==> config.mk <==
export PLATFORM = sky130hd
export DESIGN_NAME = spo_pow
export DESIGN_NICKNAME = d
export VERILOG_FILES = /design/src/spo_pkg.sv /design/src/spo_pow.sv
export SDC_FILE = /design/constraint.sdc
export NUM_CORES = 1
export LEC_CHECK = 0
export BUFFER_PORTS_ARGS = -buffer_cell sky130_fd_sc_hd__clkbuf_2
export CAP_MARGIN = 40
export CORE_MARGIN = 8
export CORE_UTILIZATION = 45
export CTS_BUF_LIST = sky130_fd_sc_hd__clkbuf_8
export DETAILED_ROUTE_END_ITERATION = 12
export HOLD_SLACK_MARGIN = 0.12
export PLACE_DENSITY = 0.63
export SYNTH_ARGS = -nofsm -noshare
export SYNTH_HDL_FRONTEND = slang
export SYNTH_SLANG_ARGS = --single-unit
==> constraint.sdc <==
create_clock -name clk -period 18.3 [get_ports clk]
set_input_delay 2.745 -clock clk [delete_from_list [all_inputs] [get_ports clk]]
set_output_delay 2.745 -clock clk [all_outputs]
set_load 0.1 [all_outputs]
==> src/spo_pkg.sv <==
package spo_pkg;

	// default sizes
	localparam int NUM_PATCHES_DEF = 1024;
	localparam int MAX_DEGREE_DEF  = 32;

	// fixed field widths
	localparam int PATCH_FW  = 10;
	localparam int SLOT_FW   = 5;
	localparam int NB_FW     = 10;
	localparam int DEG_FW    = 6;
	localparam int PROB_W    = 16;
	localparam int VISITS_W  = 16;
	localparam int Q16_W     = 17;

	localparam logic [Q16_W-1:0] Q16_ONE = 17'h10000;
	localparam logic [VISITS_W-1:0] VISITS_MAX = 16'hFFFF;

	// register reset values (0.4 and 0.8)
	localparam logic [PROB_W-1:0] EXTINCTION_RST = 16'd26214;
	localparam logic [PROB_W-1:0] STAY_EMPTY_RST = 16'd52429;

	// register indexes
	localparam logic CFG_EXTINCTION = 1'b0;
	localparam logic CFG_STAY_EMPTY = 1'b1;

	// request codes
	typedef enum logic [1:0] {
		REQ_LOAD_NB  = 2'd0,
		REQ_SET_DEG  = 2'd1,
		REQ_UPDATE   = 2'd2,
		REQ_END_SWP  = 2'd3
	} req_type_t;

	// write enables toward the storage
	typedef struct packed {
		logic nt;
		logic deg;
		logic bank_a;
		logic bank_b;
		logic vis;
	} mem_we_t;

	// power unit control and status
	typedef struct packed {
		logic start;
	} pow_ctl_t;

	typedef struct packed {
		logic busy;
	} pow_stat_t;

endpackage

==> src/spo_pow.sv <==
module spo_pow #(
	parameter int MAX_DEGREE = spo_pkg::MAX_DEGREE_DEF,
	localparam int CW = $clog2(MAX_DEGREE + 1)
) (
	input  logic                        clk,
	input  logic                        arst_n,
	input  spo_pkg::pow_ctl_t           ctl,
	input  logic [CW-1:0]               count,
	input  logic [spo_pkg::PROB_W-1:0]  stay,
	output spo_pkg::pow_stat_t          stat,
	output logic [spo_pkg::Q16_W-1:0]   s
);
	import spo_pkg::*;

	logic [CW-1:0]           cnt_q;
	logic [Q16_W-1:0]        s_q;
	logic [Q16_W+PROB_W-1:0] prod;

	// one truncating q1.16 by q0.16 multiply per cycle while busy
	assign prod = s_q * stay;

	always_ff @(posedge clk or negedge arst_n) begin
		if (!arst_n) begin
			cnt_q <= '0;
			s_q   <= Q16_ONE;
		end else if (ctl.start) begin
			cnt_q <= count;
			s_q   <= Q16_ONE;
		end else if (cnt_q != '0) begin
			cnt_q <= cnt_q - 1'b1;
			s_q   <= prod[Q16_W+PROB_W-1:PROB_W];
		end
	end

	assign stat.busy = (cnt_q != '0);
	assign s = s_q;

endmodule

Word-level counts from Yosys, hierarchy flattened
Index checks and enable logic that the tools add are counted.

Bits of input ports: 25. Word-level logic and storage cells: 10. Output and inout port bits: 18. Register bits: 23.

Mux-type cells: 4. Reductions and logical operators: 2. Multipliers: 1. Add/subtract/negate cells: 1.

Operators by type and width (count): 17-bit 2-to-1 mux (2); 17-bit by 16-bit multiplier with 33-bit output (1); 6-bit 2-to-1 mux (2); 6-bit nonzero test (1); 6-bit by 1-bit subtractor with 6-bit output, second input constant (1); 2-bit nonzero test (1).

Longest topological paths before layout
Gate-level depths: netlist of run 1.

Depth after elaboration: 3. Mapped depth: 23. Depth with buffers taken out: 20.

Least setup slack after synthesis of run 1
Ideal clock, no wire load.

Path kind: in2reg. Start: input port stay[7] (netlist name). End: register s_q[14] (netlist: s[14]). Path slack: 10046 ps. Stages on the path: 21. Setup time: 122 ps. Arrival time: 8132 ps. Path buffers: 3. Required time: 18178 ps. Cell sequence: clkbuf_1 > clkbuf_1 > nand2_1 > fa_1 > inv_1 > fa_1 > fa_1 > fa_1 > fa_1 > inv_1 > fa_1 > inv_1 > ha_1 > buf_2 > a21oi_1 > o21ai_0 > a21oi_1 > o21ai_0 > o211a_1 > or3_1 > a32o_1.

Word-level cells in the longest chain between the ends: 3.

RTL lines: from (decl) (line spo_pow.sv:9) `input logic [spo_pkg::PROB_W-1:0] stay,`; 17-bit by 16-bit multiplier with 33-bit output (line spo_pow.sv:20) `assign prod = s_q * stay;`; 17-bit 2-to-1 mux (line spo_pow.sv:29) `end else if (cnt_q != '0) begin`; 17-bit 2-to-1 mux (line spo_pow.sv:26) `end else if (ctl.start) begin`; to (signal assigned) (line spo_pow.sv:31) `s_q <= prod[Q16_W+PROB_W-1:PROB_W];`; to (decl) (line spo_pow.sv:16) `logic [Q16_W-1:0] s_q;`.

Every way passes these cells. The select of a mux whose other input is x is not followed. A chain may end at the register's enable or synchronous reset.

Worst setup path after layout of run 1
Start: input port stay[7] (netlist name). End: register s_q[16] (netlist: s[16]).

The elaborated chain is that of the path after synthesis.

==> results of run 1 <==
synthesized netlist by cell type, types with 4 or more instances:
master | number | share of area
a211oi_1 | 4 | 0.0030
nor2_1 | 17 | 0.0065
nand3_1 | 9 | 0.0046
a21o_1 | 11 | 0.0084
o21bai_1 | 6 | 0.0046
fa_1 | 207 | 0.42
o21ai_0 | 35 | 0.018
a21oi_1 | 33 | 0.017
or3_1 | 4 | 0.0025
o211ai_1 | 6 | 0.0046
nor2b_1 | 4 | 0.0025
xnor2_1 | 11 | 0.0098
nor3_1 | 9 | 0.0046
ha_1 | 103 | 0.13
inv_1 | 230 | 0.088
and2_1 | 125 | 0.079
o21a_1 | 5 | 0.0038
a31oi_1 | 5 | 0.0032
dfrtp_1 | 22 | 0.056
clkbuf_1 | 41 | 0.016
nand4_1 | 7 | 0.0044
nand2_1 | 185 | 0.070
cell type report:
type / count / area, µm²
Clock buffer: 3 / 41.3
Inverter: 231 / 867
Sequential cell: 23 / 577
Fill cell: 2145 / 11300
Timing Repair Buffer: 49 / 303
Tap cell: 280 / 350
Multi-Input combinational cell: 824 / 8220
Clock inverter: 1 / 5.00
tightest hold or removal path, stage by stage, from the launching register on:
cell,delay (ns)
dfrtp_1,0.35
nand2_1,0.05
o21ai_0,0.06
final timing paths:
path | from | to | slack, ns
min | s[2] | s[2] | 0.49
min reg2reg | s[2] | s[2] | 0.49
max reg2reg | s[5] | s[16] | 11.92
max in group asynchronous | arst_n | s[13] | 15.45
max | stay[7] | s[16] | 10.02
min in group asynchronous | arst_n | cnt_q[0] | 2.46
sequential cells by signal (all words and copies together), names as in the netlist:
register / flops
s: 17
cnt_q: 6
logic make-up (layout without fill, tap and decap cells):
group / after synthesis / in the layout / share of synthesized area
flip-flops: 23 / 23 / 0.0585
adder cells (fa/ha/maj): 310 / 310 / 0.551
buffers and inverters: 278 / 284 / 0.109
AND/OR/NAND/NOR: 374 / 374 / 0.186
XOR/XNOR: 12 / 12 / 0.0107
AO/OA/AOI/OAI: 124 / 124 / 0.0806
multiplexers: 4 / 4 / 0.00419
stage by stage:
| stage | std cells | utilization | setup WS [ns] | hold slack (ns) |
|---|---|---|---|---|
| floorplan | 1125 | - | 10.05 | 0.532 |
| global placement | 1405 | 0.473 | 9.85 | 0.469 |
| detailed placement | 1407 | 0.475 | 9.80 | 0.482 |
| CTS | 1411 | 0.478 | 10.06 | 0.501 |
| global route | 1411 | 0.478 | 9.68 | 0.532 |
| finish | 1411 | 0.478 | 10.02 | 0.493 |
layer usage:
layer,vias up,GRT usage,routed length [µm]
li1,3438,-,-
met1,3780,0.243,10300
met2,141,0.320,11700
met3,32,0.0135,734
met4,0,0.0550,743
met5,-,0,0
layout by cell type, fill, tap and decap left out, drive strengths merged, types with 2 or more instances in the layout:
master,count
ha,103
o211ai,6
buf,7
nand3,9
o211a,2
fa,207
xnor2,11
nor3,10
clkbuf,45
inv,231
a31oi,5
nor2,18
o21ai,36
a21oi,34
o21bai,6
o21a,5
nand2,185
a21o,11
nor3b,2
nor2b,4
and2,125
o22ai,2
nand4,7
o31ai,3
mux2i,3
and3,4
a211oi,4
dfrtp,22
or3,4
==> impl_metrics.json, run 1 <==
{
  "cap_violations": 0,
  "die_w_um": 164,
  "drive_gt1_frac": 0.0557,
  "tightest_slew_ns": 0.893,
  "synth-seq-cells": 23,
  "cp.depth": 21,
  "finalMaxSlewViolations": 0,
  "first_pass_iters": 4,
  "final_area_mm2": 0.0104,
  "drc": 0,
  "syn_avg_cell_area_um2": 8.76,
  "cp.arrival_ns": 8.48,
  "status": "completed",
  "dpl_cell_area_mm2": 0.0103,
  "avgRoutedWirePerCell_um": 16.7,
  "initialDrtViolationCount": 339,
  "grt_pass1_wl_um": 39800,
  "crit_required_ns": 18.51,
  "hold_viol": 0,
  "grt_max_degree": 24,
  "final.min_clock_period_ns": 8.28,
  "io_pins": 43,
  "clk_latency_ns": 0.27,
  "viasPerCell": 5.24,
  "ant_nets": 0,
  "crit_chain": "clkbuf_2 -> nand2_1 -> fa_1 -> inv_1 -> fa_1 -> inv_1 -> fa_1 -> inv_1 -> fa_1 -> fa_1 -> inv_1 -> fa_1 -> inv_1 -> ha_1 -> a21oi_1 -> o211ai_1 -> o211ai_1 -> nand4_1 -> a31oi_1 -> nor4b_1 -> a211o_1",
  "synth-edff-count": 0,
  "root_buffer": "clkbuf_8",
  "max_freq_ghz": 0.121,
  "syn_inst": 1125,
  "grt.total_usage": 0.185,
  "wirelength_um": 23500,
  "finalSetupViolCount": 0,
  "hp-class": "flop to flop",
  "worstSetupPathType": "primary input to flop",
  "crit_path_start_kind": "primary input",
  "critPathMaxFanout": 17,
  "syn-num-nets": 1460,
  "fin_nets": 1467,
  "core-area_mm2": 0.0217,
  "cts_hold_buf": 0,
  "antenna_cells": 0,
  "gp_congestion": 0.871,
  "ctsLongestPathBuffers": 2,
  "synth_warnings": 0,
  "chipHeight_um": 164,
  "period_share": 0.452,
  "worst_path_most_repeated_cell": "fa_1",
  "core.rowCount": 54,
  "critPathBufInv": 6,
  "rsz0062_at_grt": "false",
  "slowest_delay_ns": 0.54,
  "overflow": 0,
  "async_flop_share": 1.00,
  "critPathCaptureType": "flop",
  "slowest_stage": "fa_1",
  "cts_made_buffers": 3,
  "num_vias": 7391,
  "cp_top_family": "adder cells",
  "initial_core_util": 0.454,
  "netlist_area_mm2": 0.00985,
  "path_clk_slew_ns": 0.09,
  "ys.flop_type": "dfrtp_1",
  "io_buffer_count": 42,
  "htree_num_levels": 1,
  "cts_tree": "built",
  "antenna_found_initial": 0,
  "die_area_mm2": 0.0269,
  "cts.repair.resized": 0,
  "cts_sinks": 23,
  "synth-seq-area-share": 0.0585,
  "skew_ns": 0.00296,
  "yosysUniqueCellTypes": 57,
  "whs_path_depth": 2,
  "relSlewSlack": 0.404,
  "syn2layout_area_growth_pct": 5.13,
  "rr_worst_depth": 20,
  "fin_tns_setup_ns": 0,
  "post_cts_buffers": 0,
  "hpwl_um": 18800,
  "grt_pass1_vias": 7891
}
Power of run 1 is not shown: default switching activity piles up to over one toggle a cycle in this logic, so the estimate is an artifact.
==> run 2: changes to the inputs <==
Clock period 18.3 ns to 7.8 ns, I/O delays scaled along.
==> run 2 against run 1 <==
Effect of this change: critical path depth is the same; sequential share of layout area is essentially flat; wire length shrank 0.97%; global-route usage rose by 0.066 points; non-clock buffer count down 1; utilization down 0.12 points; via count is 0.78% higher; die area unchanged; hold slack better by 0.0068 ns; cell count about the same; first-iteration DRC count is 11% higher.
==> impl_metrics.json, run 2 (synthesized netlist as in run 1, its figures left out) <==
{
  "dpl_cell_area_mm2": 0.0103,
  "ant_nets": 0,
  "overflow": 0,
  "syn2layout_area_growth_pct": 4.88,
  "period_share": 0.870,
  "hpwl_um": 18700,
  "viasPerCell": 5.28,
  "wirelength_um": 23300,
  "finalSetupViolCount": 0,
  "layout_common_cells": "inv_1, fa_1, nand2_1",
  "antenna_cells": 0,
  "clk_latency_ns": 0.28,
  "max_freq_ghz": 0.147,
  "drive_gt1_frac": 0.0549,
  "cts.repair.resized": 0,
  "ctsLongestPathBuffers": 2,
  "hp-class": "flop to flop",
  "holdWs_ns": 0.500,
  "htree_num_levels": 1,
  "io_buffer_count": 42,
  "instances_no_fill": 1410,
  "grt_pass1_vias": 7986,
  "rsz0062_at_grt": "false",
  "hold_viol": 0,
  "critPathMaxFanout": 17,
  "reg2reg_from": "s[7]",
  "avgRoutedWirePerCell_um": 16.5,
  "cap_violations": 0,
  "grt_pass1_wl_um": 40200,
  "crit_path_start_kind": "primary input",
  "final.min_clock_period_ns": 6.79,
  "relSlewSlack": 0.419,
  "min_from": "s[2]",
  "core-area_mm2": 0.0217,
  "num_vias": 7449,
  "cp_top_family": "adder cells",
  "tightest_slew_ns": 0.871,
  "crit_chain": "clkbuf_2 -> nand2_1 -> fa_1 -> inv_1 -> fa_1 -> inv_1 -> fa_1 -> inv_1 -> fa_1 -> fa_1 -> inv_1 -> fa_1 -> inv_1 -> ha_1 -> a21oi_1 -> o211ai_1 -> o211ai_1 -> nand4_1 -> a31oi_1 -> nor4b_1 -> a211o_1",
  "critPathCaptureType": "flop",
  "cts_sinks": 23,
  "critPathBufInv": 6,
  "fin_tns_setup_ns": 0,
  "crit_required_ns": 8.01,
  "core.rowCount": 54,
  "initialDrtViolationCount": 377,
  "status": "completed",
  "initial_core_util": 0.454,
  "largest_register_ff_count": 17,
  "die_area_mm2": 0.0269,
  "final_area_mm2": 0.0103,
  "chipHeight_um": 164,
  "finalMaxSlewViolations": 0,
  "worst_path_most_repeated_cell": "fa_1",
  "root_buffer": "clkbuf_8",
  "grt_max_degree": 24,
  "worstSetupPathType": "primary input to flop",
  "startpoint": "stay[7]",
  "path_clk_slew_ns": 0.09,
  "gp_congestion": 0.878,
  "placed_cells": 1406,
  "skew_ns": 0.00515,
  "grt.total_usage": 0.185,
  "antenna_found_initial": 0,
  "final_common_cell": "inv_1",
  "io_pins": 43,
  "cp.arrival_ns": 7.00,
  "cts_tree": "built",
  "post_cts_buffers": 0,
  "first_pass_iters": 5,
  "slowest_stage": "fa_1",
  "cts_made_buffers": 3,
  "die_w_um": 164,
  "cts_hold_buf": 0,
  "fin_nets": 1466,
  "slowest_delay_ns": 0.59,
  "drc": 0
}
[run 2: cell types whose count changed in the layout (fill, tap and decap cells not counted)]
| cell | previous run | this run |
|---|---|---|
| buf_16 | 2 | 1 |
| clkinv_2 | 1 | 0 |
| clkinvlp_4 | 0 | 1 |
[run 2: final cells by class]
type | instances | area, µm²
Fill cell | 2153 | 11400
Sequential cell | 23 | 577
Clock buffer | 3 | 41.3
Inverter | 231 | 867
Clock inverter | 1 | 7.51
Tap cell | 280 | 350
Multi-Input combinational cell | 824 | 8220
Timing Repair Buffer | 48 | 275
[run 2: final timing paths]
path,to,slack (ns),cells after the start
setup / recovery,s[16],1.01,21
hold / removal,s[2],0.50,2
setup reg to reg,s[16],1.32,20
hold reg to reg,s[2],0.50,2
max in group asynchronous,s[5],6.52,1
min in group asynchronous,s[15],0.88,1
[run 2: through the flow]
step,worst slack [ns],util
after CTS,1.07,0.476
after detailed placement,0.792,0.474
after floorplan,1.12,-
final,1.01,0.476
after global placement,0.926,0.473
after global routing,0.684,0.476
[run 2: layer usage]
layer  track usage  vias up  wire length, µm
li1              -     3444                -
met1         0.244     3836            10300
met2         0.330      144            11800
met3       0.00902       25              696
met4        0.0446        0              531
met5             0        -                0
[run 2: tightest hold or removal path: stages (launching register included)]
cell	delay [ns]
dfrtp_1	0.36
nand2_1	0.05
o21ai_0	0.06
Power of run 2 is left out for the same reason.
==> run 3: changes to the inputs <==
==> constraint.sdc (replaced) <==
create_clock -name clk -period 7.8 [get_ports clk]
set_input_delay 0.78 -clock clk [delete_from_list [all_inputs] [get_ports clk]]
set_output_delay 0.78 -clock clk [all_outputs]
set_load 0.1 [all_outputs]
==> run 3 against run 2 <==
Effect of this change: count of clock-buffer cells in the layout stayed put; critical path depth is 1 lower; highest routed layer unchanged; sequential share of layout area hardly changed; wire length hardly changed; clock skew is 0.0040 ns lower.
==> impl_metrics.json, run 3 (synthesized netlist as in run 1, its figures left out) <==
{
  "max_freq_ghz": 0.156,
  "fin_tns_setup_ns": 0,
  "initialDrtViolationCount": 408,
  "drc": 0,
  "clk_latency_ns": 0.26,
  "cts_hold_buf": 0,
  "hold_viol": 0,
  "hpwl_um": 18400,
  "crit_required_ns": 8.01,
  "first_pass_iters": 5,
  "wirelength_um": 23300,
  "hp-class": "flop to flop",
  "rsz0062_at_grt": "false",
  "largest_register_ff_count": 17,
  "htree_num_levels": 1,
  "relSlewSlack": 0.372,
  "io_pins": 43,
  "gp_congestion": 0.880,
  "critPathMaxFanout": 18,
  "cts_tree": "built",
  "final.min_clock_period_ns": 6.43,
  "core-area_mm2": 0.0217,
  "tightest_slew_ns": 0.942,
  "root_buffer": "clkbuf_8",
  "holdWs_ns": 0.487,
  "avgRoutedWirePerCell_um": 16.5,
  "critPathCaptureType": "flop",
  "die_w_um": 164,
  "fin_nets": 1465,
  "io_buffer_count": 42,
  "antenna_found_initial": 0,
  "finalSetupViolCount": 0,
  "grt_pass1_vias": 7959,
  "die_area_mm2": 0.0269,
  "period_share": 0.824,
  "cts_sinks": 23,
  "post_cts_buffers": 0,
  "chipHeight_um": 164,
  "finalMaxSlewViolations": 0,
  "core.rowCount": 54,
  "num_vias": 7443,
  "final_common_cell": "inv_1",
  "status": "completed",
  "cts.repair.resized": 0,
  "grt.total_usage": 0.185,
  "overflow": 0,
  "syn2layout_area_growth_pct": 4.57,
  "initial_core_util": 0.454,
  "drive_gt1_frac": 0.0540,
  "antenna_cells": 0,
  "skew_ns": 0.00116,
  "worstSetupPathType": "flop to flop",
  "grt_pass1_wl_um": 40000,
  "path_clk_slew_ns": 0.08,
  "layout_common_cells": "inv_1, fa_1, nand2_1",
  "r2r_setup_slack_ns": 1.37,
  "ctsLongestPathBuffers": 2,
  "grt_max_degree": 24,
  "crit_path_start_kind": "flop",
  "cts_made_buffers": 3,
  "cap_violations": 0,
  "cp.arrival_ns": 6.63,
  "ant_nets": 0,
  "viasPerCell": 5.28
}
[run 3: through the flow]
step / worst slack (ns) / area, µm² / utilization / cells
after global routing: 1.06 / 10300 / 0.475 / 1409
after floorplan: 1.25 / 9850 / - / 1125
after detailed placement: 1.19 / 10300 / 0.473 / 1405
after global placement: 1.32 / 10300 / 0.473 / 1405
after CTS: 1.41 / 10300 / 0.475 / 1409
final: 1.37 / 10300 / 0.475 / 1409
[run 3: critical path, stage by stage (launching register included)]
cell and delay [ns]:
dfrtp_1 0.90, nand2_1 0.17, fa_1 0.57, inv_1 0.05, fa_1 0.50, inv_1 0.05
fa_1 0.53, inv_1 0.05, fa_1 0.45, fa_1 0.54, inv_1 0.06, fa_1 0.47
inv_1 0.04, ha_1 0.35, nand4_1 0.25, nor3b_1 0.34, o211ai_1 0.15, nand4_1 0.25
a31oi_1 0.16, nor4b_1 0.33, a211o_1 0.15
[run 3: path summary, 6_finish.rpt]
path | from | endpoint | cells after the start
worst max-delay path | s[7] | s[16] | 20
worst min-delay path | s[2] | s[2] | 2
worst max register to register | s[7] | s[16] | 20
worst min register to register | s[2] | s[2] | 2
max in group asynchronous | arst_n | s[5] | 1
min in group asynchronous | arst_n | cnt_q[2] | 1
[run 3: area by class of cell]
type | count | area [µm²]
clock buffer | 3 | 41.3
clock inverter | 1 | 5.00
fill | 2144 | 11400
inverter | 231 | 867
multi-input combinational | 824 | 8220
sequential | 23 | 577
tap | 280 | 350
timing repair buffer | 47 | 248
[run 3: metal layers]
| metal | share of wire | global-route usage | vias to the layer above |
|---|---|---|---|
| li1 | - | - | 3442 |
| met1 | 0.44 | 0.244 | 3828 |
| met2 | 0.50 | 0.325 | 149 |
| met3 | 0.041 | 0.0158 | 24 |
| met4 | 0.020 | 0.0384 | 0 |
| met5 | 0 | 0 | - |
Power of run 3 is left out for the same reason.
